[src/design/apcnl_pkg.sv]
`default_nettype none

package apcnl_pkg;

   // Store geometry and coordinate format
   localparam int MAX_POINTS  = 32;
   localparam int COORD_WIDTH = 24;
   localparam int IN_WIDTH    = 24;
   localparam int IDX_WIDTH   = (MAX_POINTS > 1) ? $clog2(MAX_POINTS) : 1;
   localparam int CNT_WIDTH   = $clog2(MAX_POINTS + 1);
   localparam int OUT_IDX_WIDTH = 5;

   // Distance arithmetic widths
   localparam int SQ_WIDTH   = 2 * COORD_WIDTH;
   localparam int D2_WIDTH   = SQ_WIDTH + 2;
   localparam int CFG_WIDTH  = 52;
   localparam int CMP_WIDTH  = (D2_WIDTH > CFG_WIDTH) ? D2_WIDTH : CFG_WIDTH;

   // Configuration port
   localparam int DATA_WIDTH    = 64;
   localparam int ADDR_WIDTH    = 5;
   localparam int REG_ADDR_LSB  = 3;
   localparam int REG_SEL_WIDTH = ADDR_WIDTH - REG_ADDR_LSB;

   localparam logic [REG_SEL_WIDTH-1:0] REG_MAX_DIST_SQ      = 2'd0;
   localparam logic [REG_SEL_WIDTH-1:0] REG_MIN_DIST_SQ      = 2'd1;
   localparam logic [REG_SEL_WIDTH-1:0] REG_REPORT_BOTH      = 2'd2;

   typedef struct packed {
      logic signed [COORD_WIDTH-1:0] x;
      logic signed [COORD_WIDTH-1:0] y;
      logic signed [COORD_WIDTH-1:0] z;
   } point_type;

   typedef struct packed {
      logic [CFG_WIDTH-1:0] max_dist_sq;
      logic [CFG_WIDTH-1:0] min_dist_sq;
      logic                 report_both;
   } cfg_type;

   typedef struct packed {
      logic                 valid;
      logic [IDX_WIDTH-1:0] index;
      logic                 match;
   } dist_result_type;

   typedef enum logic [1:0] {
      ST_IDLE,
      ST_SCAN,
      ST_DRAIN,
      ST_MARK
   } state_type;

   // Sign-extend the input field, then wrap it to the stored coordinate width
   function automatic logic signed [COORD_WIDTH-1:0] load_coord(
      input logic signed [IN_WIDTH-1:0] raw
   );
      logic signed [31:0] ext;
      ext = 32'(raw);
      return ext[COORD_WIDTH-1:0];
   endfunction

   // Magnitude of b - a; always fits in COORD_WIDTH unsigned bits
   function automatic logic [COORD_WIDTH-1:0] abs_diff(
      input logic signed [COORD_WIDTH-1:0] a,
      input logic signed [COORD_WIDTH-1:0] b
   );
      logic signed [COORD_WIDTH:0] d;
      logic signed [COORD_WIDTH:0] m;
      d = (COORD_WIDTH+1)'(b) - (COORD_WIDTH+1)'(a);
      m = d[COORD_WIDTH] ? -d : d;
      return m[COORD_WIDTH-1:0];
   endfunction

endpackage

`default_nettype wire

[src/design/apcnl_store.sv]
`default_nettype none

module apcnl_store (
   input  wire logic                           clock,
   input  wire logic                           wr_en,
   input  wire logic [apcnl_pkg::IDX_WIDTH-1:0] wr_addr,
   input  wire apcnl_pkg::point_type           wr_data,
   input  wire logic                           rd_en,
   input  wire logic [apcnl_pkg::IDX_WIDTH-1:0] rd_addr,
   output apcnl_pkg::point_type                rd_data
);
   import apcnl_pkg::*;

   point_type mem_ff [MAX_POINTS];
   point_type rd_data_ff;

   always_ff @(posedge clock) begin
      if (wr_en) begin
         mem_ff[wr_addr] <= wr_data;
      end
   end

   // Hold the read data while no read is issued
   always_ff @(posedge clock) begin
      if (rd_en) begin
         rd_data_ff <= mem_ff[rd_addr];
      end
   end

   assign rd_data = rd_data_ff;

endmodule

`default_nettype wire

[config.mk]
export PLATFORM = sky130hd
export DESIGN_NAME = apcnl_store
export DESIGN_NICKNAME = d
export VERILOG_FILES = /design/src/design/apcnl_pkg.sv /design/src/design/apcnl_store.sv
export SDC_FILE = /design/constraint.sdc
export NUM_CORES = 2
export LEC_CHECK = 0
export BUFFER_PORTS_ARGS = -buffer_cell sky130_fd_sc_hd__buf_2
export CELL_PAD_IN_SITES_DETAIL_PLACEMENT = 1
export CELL_PAD_IN_SITES_GLOBAL_PLACEMENT = 2
export CORE_UTILIZATION = 42
export CTS_CLUSTER_DIAMETER = 40
export CTS_CLUSTER_SIZE = 24
export DETAILED_ROUTE_END_ITERATION = 10
export PLACE_DENSITY_LB_ADDON = 0.1
export REMOVE_ABC_BUFFERS = 1
export SYNTH_ARGS = -nofsm -noshare
export SYNTH_HDL_FRONTEND = slang
export SYNTH_SLANG_ARGS = --single-unit
export TNS_END_PERCENT = 30
[constraint.sdc]
create_clock -name clock -period 14.3 [get_ports clock]
set_input_delay 2.145 -clock clock [delete_from_list [all_inputs] [get_ports clock]]
set_output_delay 2.145 -clock clock [all_outputs]
set_load 0.02 [all_outputs]
==> results.toml <==
[clocking]
cts_tree = "done"
cts_resized = 0
ctsHoldBuffers = 0
worstSkewPairLatency_ps = 980
cts_buffer_depth = 4
cts-root-buf = "clkbuf_16"
htree_levels = 5
cts_sinks = 2376
cts_setup_buffers = 0
clk_pin_slew_ps = 50
cts_inserted_buffers = 383

[power]
p_per_area_nw_per_um2 = 165.0
p_leak_nw = 35.40
ir_drop_mv = 0.1185
power_mw = 17.64

[cells_and_area]
multi_input_area_sq_um = 17560
fillers = 18781
drive_above_1_share = 0.2529
fin_cells = 7749
layout.nets = 4705
final_area_sq_um = 106900
regArea_sq_um = 71350
area_growth_pct = 19.04

[synth]
synth_top_area_share = 0.7942
yosysWarnings = 0
synth_area_leader_cell = "edfxtp_1"
synth-seq-area-share = 0.7942
syn_avg_cell_area_sq_um = 21.35
synth_area_leaders = "edfxtp_1 (79%), mux4_2 (7.4%), mux2i_1 (6.2%)"
syn-cell-area_sq_um = 89840
ys_types = 31
yosys_register_bits = 2376
netlist_instances = 4208

[min_path]
worstHoldStart = "mem_ff[26][22]"
hp-class = "reg -> reg"

[sta]
rsz0062_at_grt = "no"
fmax_mhz = 178.7
min_period_ps = 5596
worst_slew_pin_slew_ps = 1287
slew_headroom = 0.1422
slew_violations = 0
fin_crit_sh = 0.3913
setup_viol = 0
finalHoldViolCount = 0
skew_ps = 48.96
setup-tns-final_ps = 0

[setup_path]
r2r-start = "mem_ff[15][10]"
crit_slowest_cell = "buf_4"
crit_fanout = 85
crit_chain = "buf_8, buf_4, buf_12, buf_4, mux4_2, a22o_1, a221oi_1, o211ai_1"
cp_top_family = "buffers and inverters"
worst_path_largest_cell_delay_ps = 910
crit_path_start_kind = "input port"
critPathKind = "in -> reg"
worstPathArrival_ps = 6250
end_kind = "register"
cp_num_buf_inv = 4
cp.required_ps = 14950
critPathLaunch = "rd_addr[0]"
worst_path_most_repeated_cell = "buf_4"

[floorplan]
start_util = 0.4232
rows = 169
io_pins = 157
fp.dieW_um = 464.5
core_area_sq_um = 212300
die_area_sq_um = 215800
chipHeight_um = 464.5

[global_routing]
grt_pass1_wl_mm = 361.9
grt_pass1_vias = 47758
grt_start_max_net_pins = 130
overflow = 0
antenna_found_initial = 33
grt_usage = 0.2406

[detailed_routing]
ant_nets = 0
drcViolationCount = 44
via_per_inst = 5.839
vias = 45250
drtIter0Drc = 4871
dr.pass1.iters = 8
wl_mm = 260.4
post_drt_wl_per_cell_um = 33.61

[placement]
place_area_sq_um = 94190
hpwl_mm = 123.8
io_buffers = 156
place_congestion = 0.7134
placedCellCount = 7056

[flow_run]
maxCapViolCount = 0

[outcome]
violations = "design-rule violations"
status = "finished with violations"
[synth_stat cells]
cell type and number:
a221oi_1 6, and3_1 2, a22o_1 45, buf_4 21, buf_1 7, a2bb2oi_1 2
o21ai_0 6, clkbuf_1 100, and3b_1 2, nand3_1 138, a31oi_1 39, buf_2 81
nand2_1 9, nor2_2 2, o211ai_1 6, nor2b_1 19, or3_1 1, mux4_2 296
mux2i_1 560, a21oi_1 6, nor3_1 3, edfxtp_1 2376, buf_6 28, and2_0 2
a22oi_1 367, and2_1 9, nor2_1 39, nand3b_1 5, or3b_2 3, nand4_1 27
nor3b_2 1
[flip-flops by register name (all words and copies together) (netlist names)]
register and count:
rd_data 72, mem_ff 2304
[worst min-delay path, delay by kind of cell, from the launching register on]
family	cells	cell delay, ps
flip-flops	1	320
AND/OR/NAND/NOR	3	210
multiplexers	1	60
[logic make-up after synthesis]
family	after synthesis	synth area share
AO/OA/AOI/OAI	477	0.03972
buffers and inverters	237	0.01425
multiplexers	856	0.1366
flip-flops	2376	0.7942
AND/OR/NAND/NOR	262	0.01522
[where the power goes]
group / switching, mW / total [mW] / internal (mW)
registers: 0.0349 / 7.82 / 7.78
clock network: 3.39 / 9.14 / 5.75
logic: 0.463 / 0.687 / 0.224
[cell usage in the layout (no fill, tap or decap), types with 3 or more instances in the layout]
cell,n
inv_8,16
a22o_1,45
mux2i_1,560
inv_6,52
a22oi_1,367
or3b_2,3
and2_1,7
bufinv_16,41
edfxtp_1,2376
clkinv_2,43
clkinvlp_4,45
clkinv_1,34
diode_2,6
clkbuf_1,27
buf_2,151
nor2b_2,3
o211ai_1,6
a31oi_1,39
nor2_4,34
nor2b_4,7
buf_12,10
a221oi_1,6
clkinv_4,37
buf_4,100
clkbuf_16,387
o21ai_0,6
nor2b_1,9
clkinv_8,5
nand2_1,9
mux4_2,296
a21oi_1,6
nand3_1,138
nor2_2,5
nand3b_1,5
nand4_1,27
[layer usage]
layer / vias up / wire length (um) / global-route usage
li1: 18724 / - / -
met1: 24700 / 113900 / 0.3403
met2: 1462 / 126000 / 0.3894
met3: 352 / 15910 / 0.04151
met4: 12 / 4575 / 0.05609
met5: - / 80 / 0
[layout make-up]
type	count	share of cell area
antenna	6	0.0001404
clock buffer	414	0.09151
clock inverter	273	0.02761
multi-input combinational	1595	0.1642
sequential	2376	0.6672
tap	2821	0.03301
timing repair buffer	264	0.01634
[worst paths after layout]
check	slack (ps)	to	cells after the start
worst max-delay path	8700	rd_data[2]	8
worst min-delay path	710	rd_data[22]	4
worst max register to register	12270	rd_data[10]	4
worst min register to register	710	rd_data[22]	4
[stage by stage]
step	setup WS (ps)	util	hold slack (ps)
2_1_floorplan	8060	-	635.8
3_3_place_gp	7690	0.4437	699.7
3_5_place_dp	7698	0.4437	722.3
4_1_cts	8703	0.5037	723.9
5_1_grt	8384	0.5037	759.0
6_report	8704	0.5037	706.4
Power figures use the tool's default switching activity.
