$ cat config.mk
export PLATFORM = sky130hd
export DESIGN_NAME = apcnl_dist
export DESIGN_NICKNAME = d
export VERILOG_FILES = /design/src/design/apcnl_pkg.sv /design/src/design/apcnl_dist.sv
export SDC_FILE = /design/constraint.sdc
export NUM_CORES = 2
export LEC_CHECK = 0
export ABC_AREA = 1
export ABC_CLOCK_PERIOD_IN_PS = 6700
export BUFFER_PORTS_ARGS = -buffer_cell sky130_fd_sc_hd__buf_2
export CAP_MARGIN = 20
export CORE_UTILIZATION = 40
export CTS_CLUSTER_DIAMETER = 120
export CTS_CLUSTER_SIZE = 20
export DETAILED_ROUTE_END_ITERATION = 10
export MAX_ROUTING_LAYER = met4
export SLEW_MARGIN = 20
export SYNTH_ARGS = -nofsm -noshare
export SYNTH_HDL_FRONTEND = slang
export SYNTH_SLANG_ARGS = --single-unit
$ cat constraint.sdc
create_clock -name clock -period 6.7 [get_ports clock]
set_input_delay 0.67 -clock clock [delete_from_list [all_inputs] [get_ports clock]]
set_output_delay 0.67 -clock clock [all_outputs]
set_load 0.02 [all_outputs]
$ cat src/design/apcnl_pkg.sv
`default_nettype none

package apcnl_pkg;

   // Store geometry and coordinate format
   localparam int MAX_POINTS  = 32;
   localparam int COORD_WIDTH = 24;
   localparam int IN_WIDTH    = 24;
   localparam int IDX_WIDTH   = (MAX_POINTS > 1) ? $clog2(MAX_POINTS) : 1;
   localparam int CNT_WIDTH   = $clog2(MAX_POINTS + 1);
   localparam int OUT_IDX_WIDTH = 5;

   // Distance arithmetic widths
   localparam int SQ_WIDTH   = 2 * COORD_WIDTH;
   localparam int D2_WIDTH   = SQ_WIDTH + 2;
   localparam int CFG_WIDTH  = 52;
   localparam int CMP_WIDTH  = (D2_WIDTH > CFG_WIDTH) ? D2_WIDTH : CFG_WIDTH;

   // Configuration port
   localparam int DATA_WIDTH    = 64;
   localparam int ADDR_WIDTH    = 5;
   localparam int REG_ADDR_LSB  = 3;
   localparam int REG_SEL_WIDTH = ADDR_WIDTH - REG_ADDR_LSB;

   localparam logic [REG_SEL_WIDTH-1:0] REG_MAX_DIST_SQ      = 2'd0;
   localparam logic [REG_SEL_WIDTH-1:0] REG_MIN_DIST_SQ      = 2'd1;
   localparam logic [REG_SEL_WIDTH-1:0] REG_REPORT_BOTH      = 2'd2;

   typedef struct packed {
      logic signed [COORD_WIDTH-1:0] x;
      logic signed [COORD_WIDTH-1:0] y;
      logic signed [COORD_WIDTH-1:0] z;
   } point_type;

   typedef struct packed {
      logic [CFG_WIDTH-1:0] max_dist_sq;
      logic [CFG_WIDTH-1:0] min_dist_sq;
      logic                 report_both;
   } cfg_type;

   typedef struct packed {
      logic                 valid;
      logic [IDX_WIDTH-1:0] index;
      logic                 match;
   } dist_result_type;

   typedef enum logic [1:0] {
      ST_IDLE,
      ST_SCAN,
      ST_DRAIN,
      ST_MARK
   } state_type;

   // Sign-extend the input field, then wrap it to the stored coordinate width
   function automatic logic signed [COORD_WIDTH-1:0] load_coord(
      input logic signed [IN_WIDTH-1:0] raw
   );
      logic signed [31:0] ext;
      ext = 32'(raw);
      return ext[COORD_WIDTH-1:0];
   endfunction

   // Magnitude of b - a; always fits in COORD_WIDTH unsigned bits
   function automatic logic [COORD_WIDTH-1:0] abs_diff(
      input logic signed [COORD_WIDTH-1:0] a,
      input logic signed [COORD_WIDTH-1:0] b
   );
      logic signed [COORD_WIDTH:0] d;
      logic signed [COORD_WIDTH:0] m;
      d = (COORD_WIDTH+1)'(b) - (COORD_WIDTH+1)'(a);
      m = d[COORD_WIDTH] ? -d : d;
      return m[COORD_WIDTH-1:0];
   endfunction

endpackage

`default_nettype wire

$ cat src/design/apcnl_dist.sv
`default_nettype none

module apcnl_dist (
   input  wire logic                           clock,
   input  wire logic                           reset,
   input  wire logic                           advance,
   input  wire logic                           in_valid,
   input  wire logic [apcnl_pkg::IDX_WIDTH-1:0] in_index,
   input  wire apcnl_pkg::point_type           stored,
   input  wire apcnl_pkg::point_type           probe,
   input  wire apcnl_pkg::cfg_type             cfg,
   output apcnl_pkg::dist_result_type          result,
   output logic                                busy
);
   import apcnl_pkg::*;

   // Stage 2: coordinate magnitudes
   logic                   v2_ff;
   logic [IDX_WIDTH-1:0]   idx2_ff;
   logic [COORD_WIDTH-1:0] mag_x_ff, mag_y_ff, mag_z_ff;
   // Stage 3: squares
   logic                   v3_ff;
   logic [IDX_WIDTH-1:0]   idx3_ff;
   logic [SQ_WIDTH-1:0]    sq_x_ff, sq_y_ff, sq_z_ff;
   // Stage 4: squared distance
   logic                   v4_ff;
   logic [IDX_WIDTH-1:0]   idx4_ff;
   logic [D2_WIDTH-1:0]    d2_ff;
   // Stage 5: window test
   logic                   v5_ff;
   logic [IDX_WIDTH-1:0]   idx5_ff;
   logic                   match5_ff;
   logic                   match5_in;

   assign match5_in = (CMP_WIDTH'(d2_ff) >= CMP_WIDTH'(cfg.min_dist_sq)) &&
                      (CMP_WIDTH'(d2_ff) <= CMP_WIDTH'(cfg.max_dist_sq));

   always_ff @(posedge clock) begin
      if (reset) begin
         v2_ff <= 1'b0;
         v3_ff <= 1'b0;
         v4_ff <= 1'b0;
         v5_ff <= 1'b0;
      end else if (advance) begin
         v2_ff <= in_valid;
         v3_ff <= v2_ff;
         v4_ff <= v3_ff;
         v5_ff <= v4_ff;
      end
   end

   always_ff @(posedge clock) begin
      if (advance) begin
         idx2_ff   <= in_index;
         mag_x_ff  <= abs_diff(stored.x, probe.x);
         mag_y_ff  <= abs_diff(stored.y, probe.y);
         mag_z_ff  <= abs_diff(stored.z, probe.z);
         idx3_ff   <= idx2_ff;
         sq_x_ff   <= mag_x_ff * mag_x_ff;
         sq_y_ff   <= mag_y_ff * mag_y_ff;
         sq_z_ff   <= mag_z_ff * mag_z_ff;
         idx4_ff   <= idx3_ff;
         d2_ff     <= D2_WIDTH'(sq_x_ff) + D2_WIDTH'(sq_y_ff) + D2_WIDTH'(sq_z_ff);
         idx5_ff   <= idx4_ff;
         match5_ff <= match5_in;
      end
   end

   assign result.valid = v5_ff;
   assign result.index = idx5_ff;
   assign result.match = match5_ff;
   assign busy         = v2_ff || v3_ff || v4_ff || v5_ff;

endmodule

`default_nettype wire

==> impl_metrics.prom <==
# TYPE chip_impl_metric gauge
chip_impl_metric{name="synth_area",unit="um^2"} 73200
chip_impl_metric{name="crit_path_arrival_time",unit="ns"} 6.94
chip_impl_metric{name="complex_gate_fraction_of_the_synthesized_area",unit="%"} 4.78
chip_impl_metric{name="final.period_utilization",unit="%"} 96.9
chip_impl_metric{name="synth-seq-area-share",unit="%"} 11.8
chip_impl_metric{name="post_synth_inst_count",unit=""} 9133
chip_impl_metric{name="tritoncts.num_buffers",unit=""} 22
chip_impl_metric{name="grt_use_total",unit="%"} 20.8
chip_impl_info{name="sort_of_element_at_the_end_of_the_critical_path",value="flip-flop"} 1
chip_impl_metric{name="maxSlewHeadroom",unit="%"} 26.0
chip_impl_metric{name="tritoncts_num_sinks",unit=""} 288
chip_impl_metric{name="final-hold-violation-count",unit=""} 0
chip_impl_metric{name="drive_gt1_share",unit="%"} 9.22
chip_impl_metric{name="path_clk_slew",unit="ns"} 0.08
chip_impl_metric{name="final_design_area_excluding_fillers",unit="um^2"} 81800
chip_impl_metric{name="floorplan.die.width",unit="um"} 430
chip_impl_info{name="rsz0062_at_grt",value="true"} 1
chip_impl_metric{name="synthesis.area_per_instance",unit="um^2"} 8.01
chip_impl_info{name="cp_common_cell",value="inv_1"} 1
chip_impl_metric{name="initial_utilization",unit="%"} 40.4
chip_impl_metric{name="cts_buffer_depth",unit=""} 3
chip_impl_metric{name="post_synthesis_cell_type_count",unit=""} 58
chip_impl_metric{name="timing.final.max_slew_violations",unit=""} 0
chip_impl_info{name="synthMostInstantiatedCell",value="inv_1"} 1
chip_impl_info{name="global_route.peak_usage_layer",value="met2"} 1
chip_impl_metric{name="post_synth_fa_ha_maj_area_fraction",unit="%"} 48.8
chip_impl_metric{name="synth_async_sr_flop_share",unit="%"} 0
chip_impl_info{name="worst_path_max_delay_cell",value="edfxtp_1"} 1
chip_impl_metric{name="h_tree_levels",unit=""} 1
chip_impl_metric{name="ys_seq_elements",unit=""} 288
chip_impl_metric{name="worst_path_largest_cell_delay",unit="ns"} 0.57
chip_impl_metric{name="timing.max_cap.violations",unit=""} 0
chip_impl_metric{name="post_synth_and_or_nand_nor_area_fraction",unit="%"} 16.1
chip_impl_info{name="status",value="complete, no violations"} 1
chip_impl_metric{name="max_clock_freq",unit="GHz"} 0.154
chip_impl_metric{name="detail_route.vias_per_cell",unit=""} 4.76
chip_impl_metric{name="hpwlAfterDp",unit="um"} 160000
chip_impl_info{name="dominantRegCellSynth",value="edfxtp_1"} 1
chip_impl_metric{name="finalSetupViolCount",unit=""} 0
chip_impl_metric{name="grtUsageMet1",unit="%"} 28.6
chip_impl_metric{name="route.detailed.wl_per_inst",unit="um"} 15.4
chip_impl_metric{name="r2r_setup_slack",unit="ns"} 0.20
chip_impl_metric{name="groute.layer.met2.usage",unit="%"} 34.0
chip_impl_metric{name="placed_area",unit="um^2"} 79700
chip_impl_metric{name="cts-hold-fix-buffers",unit=""} 0
chip_impl_info{name="min-delay-path-class",value="input pin to flip-flop"} 1
chip_impl_metric{name="port_buffers",unit=""} 264
chip_impl_metric{name="grt_overflow",unit=""} 0
chip_impl_info{name="main_combinational_cell_family_by_area_after_synthesis",value="adder cells"} 1
chip_impl_info{name="post_synth_most_frequent_cells",value="2818 x inv_1, 1979 x nand2_1, 1317 x fa_1, 748 x ha_1, 464 x nor2_1"} 1
chip_impl_info{name="tritoncts_clock_tree",value="yes"} 1
chip_impl_metric{name="initial_antenna_violation_count",unit=""} 3
chip_impl_metric{name="areaGrowthSynthToFinish",unit="%"} 11.8
chip_impl_info{name="cts.root.buffer_cell",value="clkbuf_16"} 1
chip_impl_metric{name="global_route.usage.met3",unit="%"} 1.68
chip_impl_metric{name="core-area",unit="um^2"} 181000
chip_impl_metric{name="gp_congestion",unit=""} 0.968
chip_impl_metric{name="final_period_minus_worst_setup_slack",unit="ns"} 6.50
chip_impl_metric{name="layout.nets",unit=""} 11900
chip_impl_metric{name="post_drt_antenna_nets",unit=""} 0
chip_impl_metric{name="placementRows",unit=""} 156
chip_impl_metric{name="final.fill_count",unit=""} 17900
chip_impl_metric{name="die_h",unit="um"} 430
chip_impl_metric{name="synth_warnings",unit=""} 0
chip_impl_metric{name="first_pass_iters",unit=""} 6
chip_impl_metric{name="muxShareOfSynthArea",unit="%"} 0
chip_impl_metric{name="drt_drc_violations_left",unit=""} 0
chip_impl_metric{name="grt_first_pass_wirelength",unit="um"} 304000
chip_impl_metric{name="worst_pin_slew",unit="ns"} 1.11
chip_impl_metric{name="netlist.area_leader.share",unit="%"} 36.0
chip_impl_metric{name="grt_max_degree",unit=""} 116
chip_impl_info{name="criticalPathCategory",value="flip-flop to flip-flop"} 1
chip_impl_metric{name="synth-edff-count",unit=""} 284
chip_impl_info{name="synth_largest_area_cell",value="fa_1"} 1
chip_impl_metric{name="postRouteWirelength",unit="um"} 185000
chip_impl_metric{name="worst_skew_pair.late_latency",unit="ns"} 0.64
chip_impl_metric{name="timing.critical_path.required",unit="ns"} 7.14
chip_impl_info{name="timing.critical_path.from_type",value="flip-flop"} 1
chip_impl_metric{name="die-area",unit="um^2"} 185000
chip_impl_metric{name="skew",unit="ns"} 0.0467
chip_impl_metric{name="grt_pass1_vias",unit=""} 59900
chip_impl_metric{name="share_of_the_synthesized_netlist_area_taken_by_xor_and_xnor_gates",unit="%"} 3.13
chip_impl_info{name="synth.top_cells.by_area",value="fa_1 36%, inv_1 14%, ha_1 13%"} 1
chip_impl_metric{name="drt_iter0_markers",unit=""} 3436
chip_impl_metric{name="timing.critical_path.fanout_max",unit=""} 9
chip_impl_metric{name="via_count",unit=""} 57100
chip_impl_metric{name="floorplan.io_pins",unit=""} 266
flip-flops by register name, indices dropped and copies added, names as in the netlist:
register and cells:
sq_x_ff 47, v5_ff 1, match5_ff 1, mag_z_ff 24
v2_ff 1, d2_ff 50, sq_y_ff 47, sq_z_ff 47
idx2_ff 5, v3_ff 1, v4_ff 1, mag_x_ff 24
idx4_ff 5, idx3_ff 5, idx5_ff 5, mag_y_ff 24
cells by family after synthesis:
group,count (synthesis)
other,1
AND/OR/NAND/NOR,2914
flip-flops,288
XOR/XNOR,252
AO/OA/AOI/OAI,627
adder cells (fa/ha/maj),2065
buffers and inverters,2986
routing by layer:
metal  part of all wire [%]  vias up
met2                     47     1300
met4                    2.1        0
met3                    4.7      195
met5                      0        -
met1                     47    27800
li1                       -    27800
metrics by stage:
stage,setup TNS (ns),utilization (%),hold slack (ns),setup slack (ns),std cells
2_1_floorplan,0,-,0.400,0.349,9135
3_3_place_gp,-0.0371,43.9,0.400,-0.0253,11900
3_5_place_dp,-0.0219,43.9,0.406,-0.0219,11900
4_1_cts,0,44.3,0.185,0.00810,12000
5_1_grt,-0.940,45.1,0.194,-0.0941,12000
6_report,0,45.1,0.239,0.205,12000
layout by cell type (no fill, tap or decap), types with 11 or more instances in the layout:
cell type / instances
edfxtp_1: 284
nand2_1: 1955
ha_4: 23
nor3_1: 28
nand3b_1: 13
buf_6: 17
o21bai_1: 23
nor4_2: 12
a21o_1: 34
xnor2_1: 78
a21oi_2: 33
o21ai_0: 129
a21oi_1: 279
clkbuf_16: 30
nand4_1: 55
nand3_2: 11
inv_1: 2817
a31oi_1: 38
xor2_1: 161
o21ai_1: 27
nand2_2: 47
buf_2: 263
nor2_2: 39
nor4_1: 20
nand3_1: 269
buf_12: 48
ha_1: 721
buf_4: 285
nor2_1: 437
fa_1: 1307
critical path: cells and delay by family (launching register included):
family	cells	cell delay, ns
compound gates	3	0.45
xor+xnor	1	0.25
buf+inv	10	0.82
flops	1	0.57
fa+ha+maj	8	3.68
simple gates	5	0.52
layout make-up:
class	count	area (um^2)	area share, %
diodes	2	5.00	0.00612
clock buffers	23	554	0.677
inverters	2826	10600	13.0
multi-input cells	5861	54100	66.1
clock inverters	10	125	0.153
flip-flops and latches	288	8610	10.5
repair buffers	623	4840	5.91
well taps	2370	2970	3.62
timing repair:
| item | in CTS | in global routing |
|---|---|---|
| gates resized for setup | 1 | 217 |
| endpoints found under the setup margin | 17 | 77 |
| cloned | 0 | 8 |
| setup buffers | 5 | 43 |
| pin swaps | 0 | 27 |
worst paths after layout:
path          startpoint          end  cells past startpoint
min reg2reg   idx4_ff[0]   idx5_ff[0]                      0
max reg2reg  mag_z_ff[7]  sq_z_ff[39]                     27
max          mag_z_ff[7]  sq_z_ff[39]                     27
min          in_index[2]   idx2_ff[2]                      1
Power is left out: the tool's default activity adds up to more than one toggle a clock period on the data nets, which glitch-free logic cannot reach.
