`src/design/apcnl_pkg.sv`:
```
`default_nettype none

package apcnl_pkg;

   // Store geometry and coordinate format
   localparam int MAX_POINTS  = 32;
   localparam int COORD_WIDTH = 24;
   localparam int IN_WIDTH    = 24;
   localparam int IDX_WIDTH   = (MAX_POINTS > 1) ? $clog2(MAX_POINTS) : 1;
   localparam int CNT_WIDTH   = $clog2(MAX_POINTS + 1);
   localparam int OUT_IDX_WIDTH = 5;

   // Distance arithmetic widths
   localparam int SQ_WIDTH   = 2 * COORD_WIDTH;
   localparam int D2_WIDTH   = SQ_WIDTH + 2;
   localparam int CFG_WIDTH  = 52;
   localparam int CMP_WIDTH  = (D2_WIDTH > CFG_WIDTH) ? D2_WIDTH : CFG_WIDTH;

   // Configuration port
   localparam int DATA_WIDTH    = 64;
   localparam int ADDR_WIDTH    = 5;
   localparam int REG_ADDR_LSB  = 3;
   localparam int REG_SEL_WIDTH = ADDR_WIDTH - REG_ADDR_LSB;

   localparam logic [REG_SEL_WIDTH-1:0] REG_MAX_DIST_SQ      = 2'd0;
   localparam logic [REG_SEL_WIDTH-1:0] REG_MIN_DIST_SQ      = 2'd1;
   localparam logic [REG_SEL_WIDTH-1:0] REG_REPORT_BOTH      = 2'd2;

   typedef struct packed {
      logic signed [COORD_WIDTH-1:0] x;
      logic signed [COORD_WIDTH-1:0] y;
      logic signed [COORD_WIDTH-1:0] z;
   } point_type;

   typedef struct packed {
      logic [CFG_WIDTH-1:0] max_dist_sq;
      logic [CFG_WIDTH-1:0] min_dist_sq;
      logic                 report_both;
   } cfg_type;

   typedef struct packed {
      logic                 valid;
      logic [IDX_WIDTH-1:0] index;
      logic                 match;
   } dist_result_type;

   typedef enum logic [1:0] {
      ST_IDLE,
      ST_SCAN,
      ST_DRAIN,
      ST_MARK
   } state_type;

   // Sign-extend the input field, then wrap it to the stored coordinate width
   function automatic logic signed [COORD_WIDTH-1:0] load_coord(
      input logic signed [IN_WIDTH-1:0] raw
   );
      logic signed [31:0] ext;
      ext = 32'(raw);
      return ext[COORD_WIDTH-1:0];
   endfunction

   // Magnitude of b - a; always fits in COORD_WIDTH unsigned bits
   function automatic logic [COORD_WIDTH-1:0] abs_diff(
      input logic signed [COORD_WIDTH-1:0] a,
      input logic signed [COORD_WIDTH-1:0] b
   );
      logic signed [COORD_WIDTH:0] d;
      logic signed [COORD_WIDTH:0] m;
      d = (COORD_WIDTH+1)'(b) - (COORD_WIDTH+1)'(a);
      m = d[COORD_WIDTH] ? -d : d;
      return m[COORD_WIDTH-1:0];
   endfunction

endpackage

`default_nettype wire

```
`src/design/apcnl_csr.sv`:
```
`default_nettype none

module apcnl_csr (
   input  wire logic                            clock,
   input  wire logic                            reset,
   input  wire logic                            psel,
   input  wire logic                            penable,
   input  wire logic                            pwrite,
   input  wire logic [apcnl_pkg::ADDR_WIDTH-1:0] paddr,
   input  wire logic [apcnl_pkg::DATA_WIDTH-1:0] pwdata,
   output logic      [apcnl_pkg::DATA_WIDTH-1:0] prdata,
   output logic                                 pready,
   output apcnl_pkg::cfg_type                   cfg
);
   import apcnl_pkg::*;

   cfg_type                  cfg_ff;
   cfg_type                  cfg_in;
   logic [REG_SEL_WIDTH-1:0] sel;
   logic                     wr_en;

   assign pready = 1'b1;
   assign sel    = paddr[ADDR_WIDTH-1:REG_ADDR_LSB];
   assign wr_en  = psel && penable && pwrite && pready;

   always_comb begin
      cfg_in = cfg_ff;
      if (wr_en) begin
         unique case (sel)
            REG_MAX_DIST_SQ: cfg_in.max_dist_sq = pwdata[CFG_WIDTH-1:0];
            REG_MIN_DIST_SQ: cfg_in.min_dist_sq = pwdata[CFG_WIDTH-1:0];
            REG_REPORT_BOTH: cfg_in.report_both = pwdata[0];
            default:         cfg_in = cfg_ff;
         endcase
      end
   end

   always_comb begin
      unique case (sel)
         REG_MAX_DIST_SQ: prdata = DATA_WIDTH'(cfg_ff.max_dist_sq);
         REG_MIN_DIST_SQ: prdata = DATA_WIDTH'(cfg_ff.min_dist_sq);
         REG_REPORT_BOTH: prdata = DATA_WIDTH'(cfg_ff.report_both);
         default:         prdata = '0;
      endcase
   end

   always_ff @(posedge clock) begin
      if (reset) begin
         cfg_ff <= '0;
      end else begin
         cfg_ff <= cfg_in;
      end
   end

   assign cfg = cfg_ff;

endmodule

`default_nettype wire

```
`config.mk`:
```
export PLATFORM = sky130hd
export DESIGN_NAME = apcnl_csr
export DESIGN_NICKNAME = d
export VERILOG_FILES = /design/src/design/apcnl_pkg.sv /design/src/design/apcnl_csr.sv
export SDC_FILE = /design/constraint.sdc
export NUM_CORES = 1
export LEC_CHECK = 0
export BUFFER_PORTS_ARGS = -buffer_cell sky130_fd_sc_hd__buf_2
export CAP_MARGIN = 20
export CORE_MARGIN = 4
export CORE_UTILIZATION = 47
export CTS_BUF_LIST = sky130_fd_sc_hd__clkbuf_4 sky130_fd_sc_hd__clkbuf_8 sky130_fd_sc_hd__clkbuf_16
export CTS_CLUSTER_SIZE = 14
export DETAILED_ROUTE_END_ITERATION = 10
export GPL_ROUTABILITY_DRIVEN = 0
export MAX_ROUTING_LAYER = met4
export PLACE_DENSITY = 0.79
export SETUP_SLACK_MARGIN = 0.05
export SYNTH_ARGS = -nofsm -noshare
export SYNTH_HDL_FRONTEND = slang
export SYNTH_SLANG_ARGS = --single-unit
```
`constraint.sdc`:
```
create_clock -name clock -period 1.35 [get_ports clock]
set_input_delay 0.0675 -clock clock [delete_from_list [all_inputs] [get_ports clock]]
set_output_delay 0.0675 -clock clock [all_outputs]
set_load 0.005 [all_outputs]
```
==> results of run 1 <==
per-layer routing:
metal,vias to the layer above,wire [µm]
met5,-,0
met1,2143,5430
met3,24,660
li1,2229,-
met2,146,7100
met4,0,260
critical path, stage by stage:
cell and delay, ns:
buf_4 0.12, buf_12 0.23, buf_12 0.25, mux2i_1 0.26
nor2_1 0.07, buf_2 0.14
power breakdown:
group | switching (mW) | internal [mW]
clock network | 1.06 | 1.07
registers | 0.0335 | 3.14
logic | 0.297 | 0.382
total | 1.39 | 4.59
final cells by class:
cell class,instances,area (µm²),share of cell area
multi-input combinational,387,2860,0.403
clock inverter,6,90.1,0.0127
sequential,105,2100,0.296
clock buffer,10,131,0.0185
tap,140,175,0.0247
timing repair buffer,275,1730,0.244
metrics by stage:
step / hold slack, ns / area, µm²
after floorplan: 0.243 / 5270
after global routing: 0.0105 / 7100
after CTS: 0.000282 / 7100
after global placement: 0.348 / 6400
final: 0.0205 / 7100
after detailed placement: 0.361 / 6400
synthesized netlist by cell type:
cell / n / area share
or3_1: 1 / 0.0012
nor3_1: 1 / 0.00096
dfxtp_1: 105 / 0.40
buf_2: 10 / 0.0096
conb_1: 2 / 0.0014
nand2_1: 1 / 0.00072
or3b_1: 1 / 0.0017
nand4_1: 1 / 0.0012
nor3b_1: 1 / 0.0014
clkbuf_1: 22 / 0.016
nor2_1: 51 / 0.037
buf_6: 5 / 0.011
buf_4: 17 / 0.024
mux2i_1: 157 / 0.30
nand2b_1: 157 / 0.19
nor2b_1: 1 / 0.0012
nand3_2: 1 / 0.0019
o21ai_0: 1 / 0.00096
repair_timing:
action                    in CTS  in global routing
hold buffers                  47                  0
gates resized for setup        0                  0
hold endpoints to repair      88                  0
kinds of logic (layout without fill, tap and decap cells):
logic type	count (synthesis)	after routing	share of synthesized area
mux	157	157	0.300
simple gates	216	216	0.235
buf+inv	54	291	0.0605
flops	105	105	0.402
other cells	2	13	0.00144
compound gates	1	1	0.000956
final timing paths:
kind | to | slack [ns]
hold / removal | cfg[51]$_SDFFE_PP0P_ | 0.02
hold reg to reg | cfg[46]$_SDFFE_PP0P_ | 0.50
setup reg to reg | cfg[18]$_SDFFE_PP0P_ | 0.67
setup / recovery | prdata[29] | 0.13
==> impl_metrics.csv, run 1 <==
group,metric,value,unit
run_status,outcome,"finished clean",
setup_path,cp_max_fo,30,
global_route,grt_pass1_wl,22.3,mm
run,max_cap_violations,0,
placement,io_buffers,215,
setup_path,critPathRequiredTime,1.28,ns
placement,hpwl,9.56,mm
cells_and_area,nFillCells,888,
synth,yosys_warnings,0,
setup_path,worstSetupStartpoint,"paddr[3]",
timing,timing.fmax,819,MHz
clock_tree,cts_buffers,9,
timing,rsz0062_at_grt,"false",
setup_path,cp.arrival,1.15,ns
placement,post-place-ws,0.00487,ns
routing,drcViolationCount,0,
synth,netlist_instances,535,
timing,drv_slew,0,
timing,worstMarginPinSlew,0.526,ns
routing,routed_wl,13.4,mm
global_route,grt_busiest_layer,"met2",
cells_and_area,drive_above_1_share,0.317,
global_route,antenna_found_initial,0,
die,core,10900,µm²
timing,hold_viol,0,
die,io_pins,244,
timing,post-route-period-util,0.904,
synth,synth.distinct_cells,18,
setup_path,path_class,"input port to output port",
global_route,grt_util_met3,0.0276,
die,fp-row-count,38,
die,fp.dieW,113,µm
min_path,whs_path_depth,3,
clock_tree,cts_tree,"built",
synth,synth_area,5230,µm²
global_route,grt_max_degree,85,
global_route,grt_pass1_vias,4745,
routing,vias,4542,
pwr,ir_drop,527,µV
clock_tree,htree_num_levels,3,
timing,setup_viol,0,
clock_tree,cts.sinks,105,
timing,worst_slack,0.129,ns
clock_tree,clockRootBuffer,"clkbuf_8",
clock_tree,post_cts_buffers,0,
die,die_y,113,µm
cells_and_area,final_cell_mix,"214 x buf_2, 157 x mux2i_1, 157 x nand2b_1",
synth,syn-mean-instance-area,9.78,µm²
placement,placed_cells,860,
timing,maxSlewHeadroom,0.649,
global_route,grt_usage,0.214,
cells_and_area,final_util,0.652,
pwr,power.leakage,3.67,nW
clock_tree,clkSlewWorstSetupHoldPaths,0.08,ns
die,design.die.area,12900,µm²
routing,antenna_left,0,
synth,ys_ff_latch,105,
min_path,hold_path.class,"input port to flip-flop",
global_route,grt_use_met2,0.392,
routing,viasPerCell,4.92,
synth,ys_seq_area_frac,0.402,
cells_and_area,fin_cells,923,
timing,tns,0,ns
die,start_util,0.480,
routing,drt_iter0_drc,189,
timing,skew,0,ns
timing,period_needed,1.22,ns
pwr,powerDensity,842,nW/µm²
cells_and_area,largest_register_ffs,105,
clock_tree,clock_path_buffers,2,
cells_and_area,fin_nets,852,
pwr,power,5.98,mW
clock_tree,clk_latency,0.34,ns
global_route,use_met1,0.237,
setup_path,reg2reg_depth,2,
cells_and_area,final_common_cell,"buf_2",
setup_path,cp-end-kind,"output port",
global_route,grt_remaining_overflow,0,
cells_and_area,antennaDiodeCount,0,
routing,firstDrtPassIters,4,
routing,wl_per_cell,14.6,µm
cells_and_area,syn_to_final_growth,35.7,%
min_path,hold_start,"pwdata[50]",
setup_path,r2r_start,"cfg[18]$_SDFFE_PP0P_",
setup_path,startpoint_type,"input port",
Power figures use the tool's default switching activity.
==> run 2, diff against run 1 <==
- ABC_AREA: not set -> 1
- CORE_UTILIZATION: 47 -> 46
- PLACE_DENSITY: 0.79 -> 0.78
==> impl_metrics.csv, run 2 <==
group,metric,value,unit
synth,netlist_instances,715,
cells_and_area,fin_nets,972,
global_route,grt_remaining_overflow,0,
setup_path,critPathRequiredTime,1.28,ns
setup_path,startpoint_type,"flip-flop",
die,start_util,0.475,
die,design.die.area,12400,µm²
synth,async_flop_share,0,
placement,hpwl,8.95,mm
setup_path,path_cells,"a22o_1 > buf_2",
synth,yosys_warnings,0,
clock_tree,clk_latency,0.34,ns
setup_path,crit_buf_inv,1,
clock_tree,post_cts_buffers,0,
global_route,grt_max_degree,106,
routing,viasPerCell,4.82,
min_path,hold_path.class,"input port to flip-flop",
timing,tns,0,ns
timing,drv_slew,0,
setup_path,cp-end-kind,"output port",
die,fp.dieW,111,µm
routing,firstDrtPassIters,4,
clock_tree,clock_path_buffers,2,
setup_path,cp_max_fo,3,
clock_tree,clkSlewWorstSetupHoldPaths,0.10,ns
synth,synth_area_leader_cell,"dfxtp_1",
clock_tree,cts_tree,"built",
routing,vias,5010,
die,die_y,111,µm
timing,worst_slack,0.215,ns
die,fp-row-count,37,
clock_tree,clockRootBuffer,"clkbuf_8",
timing,post-route-period-util,0.841,
timing,skew,0,ns
timing,period_needed,1.13,ns
run,max_cap_violations,0,
pwr,power.leakage,3.35,nW
synth,synth_area,4920,µm²
clock_tree,cts_buffers,9,
setup_path,crit_family,"flip-flops",
clock_tree,cts_resized,0,
placement,post-place-ws,0.186,ns
synth,syn-mean-instance-area,6.88,µm²
routing,antenna_left,0,
clock_tree,hold_buffers,0,
setup_path,cp.arrival,1.07,ns
synth,yosysTopAreaCellShare,0.427,
die,core,10400,µm²
die,io_pins,244,
cells_and_area,drive_above_1_share,0.279,
synth,synthTopCellsByCount,"210 x nor2_1, 111 x nand2_1, 107 x nand3_1",
setup_path,crit_slowest_cell,"dfxtp_1",
cells_and_area,antennaDiodeCount,0,
pwr,powerDensity,943,nW/µm²
timing,timing.fmax,881,MHz
run_status,outcome,"finished clean",
synth,synth_most_common_cell,"nor2_1",
synth,synth_area_leaders,"dfxtp_1 43%, nor2_1 16%, nand3_1 11%",
timing,hold_viol,0,
synth,synth.distinct_cells,17,
pwr,ir_drop,464,µV
timing,rsz0062_at_grt,"false",
clock_tree,htree_num_levels,3,
cells_and_area,final_cell_mix,"215 x buf_2, 210 x nor2_1, 111 x nand2_1",
routing,drcViolationCount,0,
global_route,grt_pass1_wl,21.4,mm
cells_and_area,syn_to_final_growth,27.7,%
synth,synth_ff_type,"dfxtp_1",
cells_and_area,final_common_cell,"buf_2",
timing,setup_viol,0,
synth,synth_edf_count,0,
clock_tree,cts.sinks,105,
pwr,power,5.93,mW
cells_and_area,largest_register_ffs,105,
global_route,grt_usage,0.208,
synth,ys_seq_area_frac,0.427,
global_route,antenna_found_initial,0,
routing,routed_wl,13.4,mm
global_route,grt_pass1_vias,4354,
placement,io_buffers,215,
synth,ys_ff_latch,105,
routing,wl_per_cell,12.9,µm
setup_path,critPathMaxStageDelay,0.34,ns
setup_path,path_class,"flip-flop to output port",
routing,drt_iter0_drc,338,
==> run 2: through the flow <==
stage	instance area [µm²]	hold slack, ns	utilization	cells
4_1_cts	6280	0.0135	0.606	1039
2_1_floorplan	4960	0.290	-	726
3_3_place_gp	6080	0.393	0.586	1023
3_5_place_dp	6080	0.400	0.586	1023
6_report	6280	0.0315	0.606	1039
5_1_grt	6280	0.0281	0.606	1039
==> run 2: per-layer routing <==
| metal | GRT usage | vias to the layer above | wire length [µm] | part of all wire |
|---|---|---|---|---|
| li1 | - | 2595 | - | - |
| met1 | 0.258 | 2241 | 5580 | 0.42 |
| met2 | 0.343 | 160 | 6580 | 0.49 |
| met3 | 0.0549 | 14 | 1050 | 0.078 |
| met4 | 0.0414 | 0 | 152 | 0.011 |
| met5 | - | - | 0 | 0 |
==> run 2: cells by family (layout without fill, tap and decap cells) <==
logic type,Yosys count,after routing,synth area share
other,2,13,0.00153
buffers and inverters,123,300,0.118
and+or+nand+nor,433,433,0.361
AOI/OAI and AO/OA,52,52,0.0918
DFF,105,105,0.427
==> run 2: worst register-to-register path, stage by stage, from the launching register on <==
cell and delay (ns):
dfxtp_1 0.33, nor2_1 0.12, nor2_1 0.06
==> run 2: final timing paths <==
kind                          end  slack (ns)                 start  cells after the start
min           cfg[8]$_SDFFE_PP0P_        0.03             pwdata[7]                      5
max reg2reg  cfg[70]$_SDFFE_PP0P_        0.74  cfg[70]$_SDFFE_PP0P_                      2
max                    prdata[10]        0.22  cfg[63]$_SDFFE_PP0P_                      2
min reg2reg  cfg[42]$_SDFFE_PP0P_        0.50  cfg[42]$_SDFFE_PP0P_                      2
==> run 2: final cells by class <==
| class | instances | area [µm²] |
|---|---|---|
| inverters | 56 | 210 |
| well taps | 136 | 170 |
| clock inverters | 4 | 52.6 |
| fillers | 1038 | 4090 |
| flip-flops and latches | 105 | 2100 |
| multi-input cells | 498 | 2300 |
| repair buffers | 228 | 1300 |
| clock buffers | 12 | 153 |
==> run 2: report_power, final <==
group	internal, mW	switching, mW	total, mW
combinational	0.288	0.425	0.713
sequential	3.16	0.0520	3.22
clock	0.952	1.05	2.00
total	4.40	1.52	5.93
